## config.mk

```make
export PLATFORM = sky130hd
export DESIGN_NAME = greedy_replication_reliability_top
export DESIGN_NICKNAME = d
export VERILOG_FILES = /design/src/hdl/grr_pkg.sv /design/src/hdl/greedy_replication_reliability_top.sv /design/src/hdl/grr_ctrl.sv /design/src/hdl/grr_dp.sv
export SDC_FILE = /design/constraint.sdc
export NUM_CORES = 2
export LEC_CHECK = 0
export BUFFER_PORTS_ARGS = -buffer_cell sky130_fd_sc_hd__buf_2
export CORE_AREA = 4 4 463 465
export DETAILED_ROUTE_END_ITERATION = 6
export DIE_AREA = 0 0 467 469
export GPL_TIMING_DRIVEN = 0
export MAX_ROUTING_LAYER = met4
export PLACE_DENSITY = 0.75
export SETUP_SLACK_MARGIN = 0.02
export SKIP_CTS_REPAIR_TIMING = 1
export SLEW_MARGIN = 20
export SYNTH_ARGS = -nofsm -noshare
export SYNTH_HDL_FRONTEND = slang
export SYNTH_HIERARCHICAL = 1
export SYNTH_SLANG_ARGS = --single-unit
```

## constraint.sdc

```tcl
create_clock -name clk -period 17.6 [get_ports clk]
set_input_delay 0 -clock clk [delete_from_list [all_inputs] [get_ports clk]]
set_output_delay 0 -clock clk [all_outputs]
set_load 0.05 [all_outputs]
```

## src/hdl/grr_pkg.sv

```systemverilog
// Shared types and constants for the greedy replication reliability block.
package grr_pkg;

	localparam int unsigned QW = 17;
	localparam int unsigned CW = 32;
	localparam int unsigned EW = 38;
	localparam int unsigned IW = 6;
	localparam logic [QW-1:0] ONE_Q = 17'd65536;
	localparam logic [QW-1:0] TARGET_RESET = 17'd62259;
	localparam logic [CW-1:0] COST_SAT = 32'hFFFF_FFFF;
	localparam logic ITEM_RECORD = 1'b0;
	localparam logic ITEM_SUMMARY = 1'b1;

	// Commands from the controller to the datapath.
	typedef struct packed {
		logic load;
		logic scan_start;
		logic scan_step;
		logic fetch;
		logic newr_start;
		logic div_start;
		logic mul_start;
		logic commit;
		logic emit_rec;
		logic emit_sum;
		logic clear;
	} grr_cmd_t;

	// Status from the datapath to the controller.
	typedef struct packed {
		logic scan_done;
		logic need_more;
		logic div_done;
		logic mul_done;
	} grr_sts_t;

endpackage

```

## src/hdl/greedy_replication_reliability_top.sv

```systemverilog
// Top level of the greedy replication reliability block.
//  channel | signals                                   | transfer
//  config  | cfg_we, cfg_data                          | cfg_we high at clk edge
//  node in | start, busy, node_cost .. last_node       | start high, busy low
//  result  | result_valid, item_kind .. last_result    | one cycle, no stall
// Loading takes one node per cycle; a node that is not last never raises busy.
// After the last node busy rises; each replication runs a decide, a scan over
// all MAX_NODES store entries, a fetch, a multiply for the new reliability, a
// divide (no iterations when the old reliability is zero), a multiply for the
// new total and an emit. The final decide is followed by the summary; busy is
// low again in the cycle that carries the summary. Reset clears the run state
// and sets the target to 62259. The receiver cannot stall, so results never wait.
module greedy_replication_reliability_top
	import grr_pkg::*;
#(
	parameter int unsigned MAX_NODES = 32
)(
	input  logic          clk,
	input  logic          arst_n,
	input  logic          cfg_we,
	input  logic [QW-1:0] cfg_data,
	input  logic          start,
	output logic          busy,
	input  logic [CW-1:0] node_cost,
	input  logic [QW-1:0] node_reliability,
	input  logic          is_dummy,
	input  logic [3:0]    replica_count,
	input  logic          last_node,
	output logic          result_valid,
	output logic          item_kind,
	output logic [IW-1:0] node_index,
	output logic [QW-1:0] new_reliability,
	output logic [CW-1:0] new_cost,
	output logic [QW-1:0] total_reliability,
	output logic [EW-1:0] energy_added,
	output logic          target_met,
	output logic          last_result
);

	grr_cmd_t cmd;
	grr_sts_t sts;
	logic [QW-1:0] target_q;

	// Target register.
	always_ff @(posedge clk or negedge arst_n) begin
		if (!arst_n)
			target_q <= TARGET_RESET;
		else if (cfg_we)
			target_q <= cfg_data;
	end

	grr_ctrl u_ctrl (
		.clk, .arst_n, .start, .last_node, .sts, .busy, .cmd
	);

	grr_dp #(.MAX_NODES(MAX_NODES)) u_dp (
		.clk, .arst_n, .cmd, .node_cost, .node_reliability, .is_dummy,
		.replica_count, .target_q, .sts, .result_valid, .item_kind,
		.node_index, .new_reliability, .new_cost, .total_reliability,
		.energy_added, .target_met, .last_result
	);

endmodule

```

## src/hdl/grr_ctrl.sv

```systemverilog
// Controller state machine that sequences loading and the greedy pass.
module grr_ctrl
	import grr_pkg::*;
(
	input  logic     clk,
	input  logic     arst_n,
	input  logic     start,
	input  logic     last_node,
	input  grr_sts_t sts,
	output logic     busy,
	output grr_cmd_t cmd
);

	typedef enum logic [3:0] {
		S_IDLE, S_DECIDE, S_SCAN, S_FETCH, S_NEWR, S_NEWR_W, S_DIV, S_DIV_W,
		S_MUL, S_MUL_W, S_EMIT, S_SUM
	} state_t;

	state_t state_q;

	// Command decode from the current state.
	always_comb begin
		cmd = '0;
		cmd.load = start && !busy;
		unique case (state_q)
			S_IDLE: ;
			S_DECIDE: cmd.scan_start = sts.need_more;
			S_SCAN: cmd.scan_step = 1'b1;
			S_FETCH: cmd.fetch = 1'b1;
			S_NEWR: cmd.newr_start = 1'b1;
			S_NEWR_W: ;
			S_DIV: cmd.div_start = 1'b1;
			S_DIV_W: ;
			S_MUL: cmd.mul_start = 1'b1;
			S_MUL_W: ;
			S_EMIT: begin
				cmd.commit = 1'b1;
				cmd.emit_rec = 1'b1;
			end
			S_SUM: begin
				cmd.emit_sum = 1'b1;
				cmd.clear = 1'b1;
			end
			default: ;
		endcase
	end

	// State register and busy flag.
	always_ff @(posedge clk or negedge arst_n) begin
		if (!arst_n) begin
			state_q <= S_IDLE;
			busy <= 1'b0;
		end else begin
			unique case (state_q)
				S_IDLE: if (start && last_node) begin
					state_q <= S_DECIDE;
					busy <= 1'b1;
				end
				S_DECIDE: state_q <= sts.need_more ? S_SCAN : S_SUM;
				S_SCAN: if (sts.scan_done) state_q <= S_FETCH;
				S_FETCH: state_q <= S_NEWR;
				S_NEWR: state_q <= S_NEWR_W;
				S_NEWR_W: if (sts.mul_done) state_q <= S_DIV;
				S_DIV: state_q <= S_DIV_W;
				S_DIV_W: if (sts.div_done) state_q <= S_MUL;
				S_MUL: state_q <= S_MUL_W;
				S_MUL_W: if (sts.mul_done) state_q <= S_EMIT;
				S_EMIT: state_q <= S_DECIDE;
				S_SUM: begin
					state_q <= S_IDLE;
					busy <= 1'b0;
				end
				default: state_q <= S_IDLE;
			endcase
		end
	end

endmodule

```

## src/hdl/grr_dp.sv

```systemverilog
// Datapath: node stores, serial minimum scan, Q1.16 multiply and divide.
module grr_dp
	import grr_pkg::*;
#(
	parameter int unsigned MAX_NODES = 32
)(
	input  logic          clk,
	input  logic          arst_n,
	input  grr_cmd_t      cmd,
	input  logic [CW-1:0] node_cost,
	input  logic [QW-1:0] node_reliability,
	input  logic          is_dummy,
	input  logic [3:0]    replica_count,
	input  logic [QW-1:0] target_q,
	output grr_sts_t      sts,
	output logic          result_valid,
	output logic          item_kind,
	output logic [IW-1:0] node_index,
	output logic [QW-1:0] new_reliability,
	output logic [CW-1:0] new_cost,
	output logic [QW-1:0] total_reliability,
	output logic [EW-1:0] energy_added,
	output logic          target_met,
	output logic          last_result
);

	localparam int unsigned AW = (MAX_NODES > 1) ? $clog2(MAX_NODES) : 1;
	localparam int unsigned NW = $clog2(MAX_NODES + 1);

	logic [CW-1:0] cost_mem [MAX_NODES];
	logic [QW-1:0] rel_mem [MAX_NODES];
	logic [MAX_NODES-1:0] elig_q;
	logic [NW-1:0] count_q;
	logic [QW-1:0] total_q;
	logic [EW-1:0] energy_q;

	// Scan state: serial walk over the stores for the cheapest eligible node.
	logic [NW-1:0] scan_q;
	logic [NW-1:0] scan_prev;
	logic          scan_done;
	logic [AW-1:0] pick_q;
	logic          found_q;
	logic [CW-1:0] best_q;
	logic [CW-1:0] rd_cost_q;
	logic [QW-1:0] rd_rel_q;

	// Fetched operands of the chosen node.
	logic [CW-1:0] oldc_q;
	logic [QW-1:0] oldr_q;
	logic [QW-1:0] newr_q;
	logic [CW-1:0] newc_q;

	// Pass multiplier: operand registers, product register, rounding stage.
	logic [QW-1:0]   ma_q;
	logic [QW:0]     mb_q;
	logic [2*QW-1:0] prod_s1;
	logic            mv1_q, mv2_q, mdone_q;
	logic [QW-1:0]   mres_q;
	logic [2*QW-1:0] prod_rnd;
	logic [2*QW-17:0] prod_sh;

	// Load multiplier: running total times the incoming reliability.
	logic [2*QW-1:0] lprod;
	logic [2*QW-1:0] lrnd;
	logic [2*QW-17:0] lsh;
	logic [QW-1:0]   load_total;

	// Restoring divider, one quotient bit per cycle.
	logic [QW+16-1:0] dnum_q;
	logic [QW:0]      drem_q;
	logic [QW:0]      dtry;
	logic [5:0]       dcnt_q;
	logic             dbusy_q, ddone_q;
	logic [QW+16-1:0] dquo_q;
	logic [QW-1:0]    div_sat;

	logic [QW-1:0] rel_in;
	logic          do_load;

	assign rel_in = (node_reliability > ONE_Q) ? ONE_Q : node_reliability;
	assign do_load = cmd.load && (count_q < NW'(MAX_NODES));
	assign scan_prev = scan_q - NW'(1);
	assign scan_done = (scan_q == NW'(MAX_NODES));

	// Store writes on load and on commit; registered reads for scan and fetch.
	always_ff @(posedge clk) begin
		if (do_load) begin
			cost_mem[count_q[AW-1:0]] <= node_cost;
			rel_mem[count_q[AW-1:0]] <= rel_in;
		end else if (cmd.commit) begin
			cost_mem[pick_q] <= newc_q;
			rel_mem[pick_q] <= newr_q;
		end
		rd_cost_q <= cost_mem[scan_q[AW-1:0]];
		rd_rel_q <= rel_mem[pick_q];
	end

	// Load multiply, finished within the transfer cycle.
	assign lprod = (2*QW)'(total_q) * (2*QW)'(rel_in);
	assign lrnd = lprod + (2*QW)'(32768);
	assign lsh = lrnd[2*QW-1:16];
	assign load_total = (lsh > (2*QW-16)'(ONE_Q)) ? ONE_Q : lsh[QW-1:0];

	// Pass multiplier: b operand may be 131072 - r, kept 18 bits wide.
	assign prod_rnd = prod_s1 + (2*QW)'(32768);
	assign prod_sh = prod_rnd[2*QW-1:16];

	always_ff @(posedge clk or negedge arst_n) begin
		if (!arst_n) begin
			mv1_q <= 1'b0;
			mv2_q <= 1'b0;
			mdone_q <= 1'b0;
		end else begin
			mv1_q <= cmd.newr_start || cmd.mul_start;
			mv2_q <= mv1_q;
			mdone_q <= mv2_q;
		end
	end

	always_ff @(posedge clk) begin
		prod_s1 <= (2*QW)'(ma_q) * (2*QW)'(mb_q);
		if (mv2_q)
			mres_q <= (prod_sh > (2*QW-16)'(ONE_Q)) ? ONE_Q : prod_sh[QW-1:0];
	end

	// Operand capture for the chosen node and both pass multiplies, and the new reliability.
	always_ff @(posedge clk) begin
		if (cmd.newr_start) begin
			oldr_q <= rd_rel_q;
			ma_q <= rd_rel_q;
			mb_q <= 18'h20000 - {1'b0, rd_rel_q};
		end else if (cmd.mul_start) begin
			ma_q <= total_q;
			mb_q <= {1'b0, newr_q};
		end
		if (cmd.fetch) begin
			oldc_q <= best_q;
			newc_q <= best_q[CW-1] ? COST_SAT : {best_q[CW-2:0], 1'b0};
		end
		if (cmd.div_start)
			newr_q <= mres_q;
	end

	// Divider iteration.
	assign dtry = {drem_q[QW-1:0], dnum_q[QW+16-1]};
	assign div_sat = (dquo_q > (QW+16)'(ONE_Q)) ? ONE_Q : QW'(dquo_q);

	always_ff @(posedge clk or negedge arst_n) begin
		if (!arst_n) begin
			dbusy_q <= 1'b0;
			ddone_q <= 1'b0;
			dcnt_q <= '0;
		end else begin
			ddone_q <= 1'b0;
			if (cmd.div_start) begin
				if (oldr_q == '0) begin
					ddone_q <= 1'b1;
				end else begin
					dbusy_q <= 1'b1;
					dcnt_q <= 6'(QW + 16);
				end
			end else if (dbusy_q) begin
				dcnt_q <= dcnt_q - 6'd1;
				if (dcnt_q == 6'd1) begin
					dbusy_q <= 1'b0;
					ddone_q <= 1'b1;
				end
			end
		end
	end

	always_ff @(posedge clk) begin
		if (cmd.div_start) begin
			dnum_q <= (QW+16)'({total_q, 16'd0}) + (QW+16)'(oldr_q >> 1);
			drem_q <= '0;
			dquo_q <= '0;
		end else if (dbusy_q) begin
			dnum_q <= {dnum_q[QW+16-2:0], 1'b0};
			if (dtry >= {1'b0, oldr_q}) begin
				drem_q <= dtry - {1'b0, oldr_q};
				dquo_q <= {dquo_q[QW+16-2:0], 1'b1};
			end else begin
				drem_q <= dtry;
				dquo_q <= {dquo_q[QW+16-2:0], 1'b0};
			end
		end
	end

	// Run state and scan control.
	always_ff @(posedge clk or negedge arst_n) begin
		if (!arst_n) begin
			elig_q <= '0;
			count_q <= '0;
			total_q <= ONE_Q;
			energy_q <= '0;
			scan_q <= '0;
			pick_q <= '0;
			found_q <= 1'b0;
			best_q <= '0;
		end else begin
			if (cmd.clear) begin
				elig_q <= '0;
				count_q <= '0;
				total_q <= ONE_Q;
				energy_q <= '0;
			end else if (do_load) begin
				if (!is_dummy && replica_count == 4'd1)
					elig_q[count_q[AW-1:0]] <= 1'b1;
				count_q <= count_q + NW'(1);
				total_q <= load_total;
			end else if (cmd.commit) begin
				elig_q[pick_q] <= 1'b0;
				energy_q <= energy_q + EW'(oldc_q);
				total_q <= mres_q;
			end else if (ddone_q) begin
				total_q <= (oldr_q == '0) ? '0 : div_sat;
			end
			if (cmd.scan_start) begin
				scan_q <= '0;
				found_q <= 1'b0;
			end else if (cmd.scan_step) begin
				// rd_cost_q holds the entry addressed in the previous cycle.
				if (scan_q != '0 && elig_q[scan_prev[AW-1:0]] &&
				    (!found_q || rd_cost_q <= best_q)) begin
					pick_q <= scan_prev[AW-1:0];
					best_q <= rd_cost_q;
					found_q <= 1'b1;
				end
				if (!scan_done)
					scan_q <= scan_q + NW'(1);
			end
		end
	end

	assign sts.scan_done = scan_done;
	assign sts.need_more = (total_q < target_q) && (elig_q != '0);
	assign sts.div_done = ddone_q;
	assign sts.mul_done = mdone_q;

	// Result register.
	always_ff @(posedge clk or negedge arst_n) begin
		if (!arst_n) begin
			result_valid <= 1'b0;
			item_kind <= ITEM_RECORD;
			last_result <= 1'b0;
		end else begin
			result_valid <= cmd.emit_rec || cmd.emit_sum;
			item_kind <= cmd.emit_sum ? ITEM_SUMMARY : ITEM_RECORD;
			last_result <= cmd.emit_sum;
		end
	end

	always_ff @(posedge clk) begin
		node_index <= cmd.emit_sum ? '0 : IW'(pick_q);
		new_reliability <= cmd.emit_sum ? '0 : newr_q;
		new_cost <= cmd.emit_sum ? '0 : newc_q;
		total_reliability <= cmd.emit_sum ? total_q : mres_q;
		energy_added <= cmd.emit_sum ? energy_q : energy_q + EW'(oldc_q);
		target_met <= cmd.emit_sum ? (total_q >= target_q) : (mres_q >= target_q);
	end

endmodule

```

==> flow_metrics.py <==
metrics = {
    "global_routing": {
        "grt_util_all_layers_pct": 31.0,
        "grt_max_degree": 66,
        "antenna_found_initial": 25,
        "grt_overflow_total": 0,
        "grt_pass1_vias": 66631,
        "grt_first_pass_wirelength_mm": 471,
    },
    "timing": {
        "finalHoldViolations": 0,
        "slew_viol_final": 0,
        "tns_ps": 0,
        "clock_skew_ps": 81.3,
        "setup_viol": 0,
        "finalCritPeriodShare_pct": 48.6,
        "setup_slack_ps": 9050,
        "max_slew_margin_pct": 14.4,
        "tightest_slew_ps": 1280,
        "period_minus_slack_ps": 8550,
        "max_freq_mhz": 117,
        "rsz0062_at_grt": "no",
    },
    "die": {
        "core.rowCount": 168,
        "die_w_um": 467,
        "initial_utilization_pct": 49.9,
        "die-area_um2": 219000,
        "core_um2": 210000,
        "die_h_um": 469,
        "io_pins": 191,
    },
    "logic_synthesis": {
        "synth_top_area_share_pct": 50.3,
        "yosys_warnings": 6,
        "synth_edf_count": 1750,
        "synth_area_um2": 104000,
        "ys_ff_latch": 2150,
        "netlist_top_cells_count": "edfxtp_1, nand2_1, inv_1",
        "synthTopCellsByArea": "edfxtp_1, mux4_2, fa_1",
        "ys_types": 87,
        "syn_nets": 7866,
        "synth_most_common_cell": "edfxtp_1",
        "synthFlopType": "edfxtp_1",
        "avgSynthCellArea_um2": 15.0,
        "synth_cells": 6983,
        "yosysTopAreaCell": "edfxtp_1",
        "ys_seq_area_share_pct": 58.8,
        "synth-async-reset-ratio_pct": 8.00,
    },
    "placement": {
        "dp.cells": 10091,
        "dpl-instance-area_um2": 112000,
        "portBuffers": 188,
        "post-place-ws_ps": 8610,
        "post-dp-hpwl_mm": 227,
        "place.gp.congestion": 0.993,
    },
    "critical_path": {
        "r2r_slack_ps": 9050,
        "crit_required_ps": 18360,
        "start_kind": "flip-flop",
        "cp_data_arrival_time_ps": 9310,
        "path_max_fanout": 10,
        "critical_path_class": "reg2reg",
        "cp-end-kind": "flip-flop",
    },
    "layout": {
        "area_growth_pct": 14.5,
        "multi_input_area_um2": 39600,
        "instances_no_fill": 10566,
        "nets": 8441,
        "drive_above_1_share_pct": 18.6,
        "fin_area_um2": 120000,
        "fillerInstances": 15715,
        "regArea_um2": 61400,
    },
    "cts": {
        "root_buffer": "clkbuf_16",
        "clkTransAtPathRegs_ps": 60,
        "htreeDepth": 4,
        "max-clock-path-buffers": 3,
        "cts_made_buffers": 211,
        "cts_sinks": 2150,
        "clk_latency_ps": 910,
        "cts_tree": "done",
    },
    "detailed_routing": {
        "routed_wl_mm": 329,
        "vias": 66005,
        "first_iter_violations": 9449,
        "drc": 0,
        "wire_per_inst_um": 31.2,
        "avgViaCountPerCell": 6.25,
        "drtPass1Iterations": 6,
        "ant_nets": 0,
    },
    "status": {
        "status": "complete, no violations",
    },
    "run": {
        "cap_violations": 0,
    },
    "min_path": {
        "hold_class": "in2reg",
    },
}
==> cells in the final DEF, fill, tap and decap left out, drive strengths merged, types with 92 or more instances in the layout <==
master	netlist	routed
nand2	663	663
dfxtp	228	228
mux4	466	466
clkbuf	285	579
nor2	331	331
a21oi	183	183
and3	95	95
edfxtp	1750	1750
inv	622	630
ha	345	345
nor2b	92	92
mux2	169	169
o21ai	108	108
fa	462	462
and2	183	183
buf	77	369
dfrtp	161	161
==> flip-flops by register name, summed over array words and instances, names as in the netlist, 19 cells and up <==
name and cells:
u_dp/oldc_q 32, u_dp/energy_q 38, u_dp/elig_q 32, u_dp/dquo_q 33, u_dp/rd_cost_q 32, u_dp/cost_mem 1024
u_dp/dnum_q 33, u_dp/energy_added 38, u_dp/prod_s1 19, u_dp/rel_mem 544, u_dp/new_cost 32, u_dp/best_q 32
u_dp/newc_q 31
==> area by class of cell <==
| cell class | instances | share of cell area, % |
|---|---|---|
| multi-input combinational | 3849 | 33.1 |
| inverter | 622 | 1.95 |
| buffer | 362 | 1.27 |
| tap | 2805 | 2.93 |
| clock buffer | 281 | 4.84 |
| clock inverter | 109 | 1.10 |
| timing repair buffer | 362 | 3.37 |
| antenna | 26 | 0.0544 |
| sequential | 2150 | 51.4 |
==> cells by family (layout without fill, tap and decap cells) <==
family / Yosys count / count (layout) / share of synthesized area (%)
compound gates: 594 / 594 / 3.74
other cells: 1 / 27 / 0.00359
mux: 690 / 690 / 12.4
fa+ha+maj: 808 / 808 / 13.0
buf+inv: 984 / 1736 / 3.61
flops: 2150 / 2150 / 58.8
xor+xnor: 140 / 140 / 1.17
simple gates: 1616 / 1616 / 7.24
==> per-layer routing <==
metal | vias up | routed length, um | track usage, %
li1 | 26502 | - | -
met1 | 33558 | 113000 | 38.1
met2 | 4810 | 153000 | 47.3
met3 | 1135 | 40200 | 7.62
met4 | 0 | 23500 | 17.5
met5 | - | 0 | -
==> metrics by stage <==
stage          util, %  hold WS [ps]
3_5_place_dp      53.3         -50.6
2_1_floorplan        -          -296
6_report          57.1          89.9
4_1_cts           56.7          -964
5_1_grt           57.1          82.6
3_3_place_gp      52.0           236
==> worst max-delay path, stage by stage, from the launching register on <==
cell and delay (ps):
dfrtp_1 400, buf_1 730, clkbuf_1 700, nand2_1 340, fa_1 580, inv_1 50, fa_1 450, fa_1 530
fa_1 490, fa_1 530, inv_1 60, fa_1 480, inv_1 50, ha_1 370, a21oi_1 110, o21ai_0 240
a211oi_1 90, a21oi_1 440, a21oi_1 170, o31ai_1 480, a21oi_1 160, xor2_1 290, nand3_1 200, o21bai_4 280
a22o_1 230
==> path summary, 6_finish.rpt <==
path	startpoint	end	depth (start not counted)
setup / recovery	u_dp/total_q[0]	u_dp/total_q[3]	24
hold / removal	cfg_we	target_q[14]	3
setup reg to reg	u_dp/total_q[0]	u_dp/total_q[3]	24
hold reg to reg	u_dp/mv1_q	u_dp/mv2_q	0
max in group asynchronous	arst_n	u_dp/best_q[22]	5
min in group asynchronous	arst_n	target_q[0]	3
Power is not shown: default switching activity piles up to over one toggle a cycle in this logic, so the estimate is an artifact.
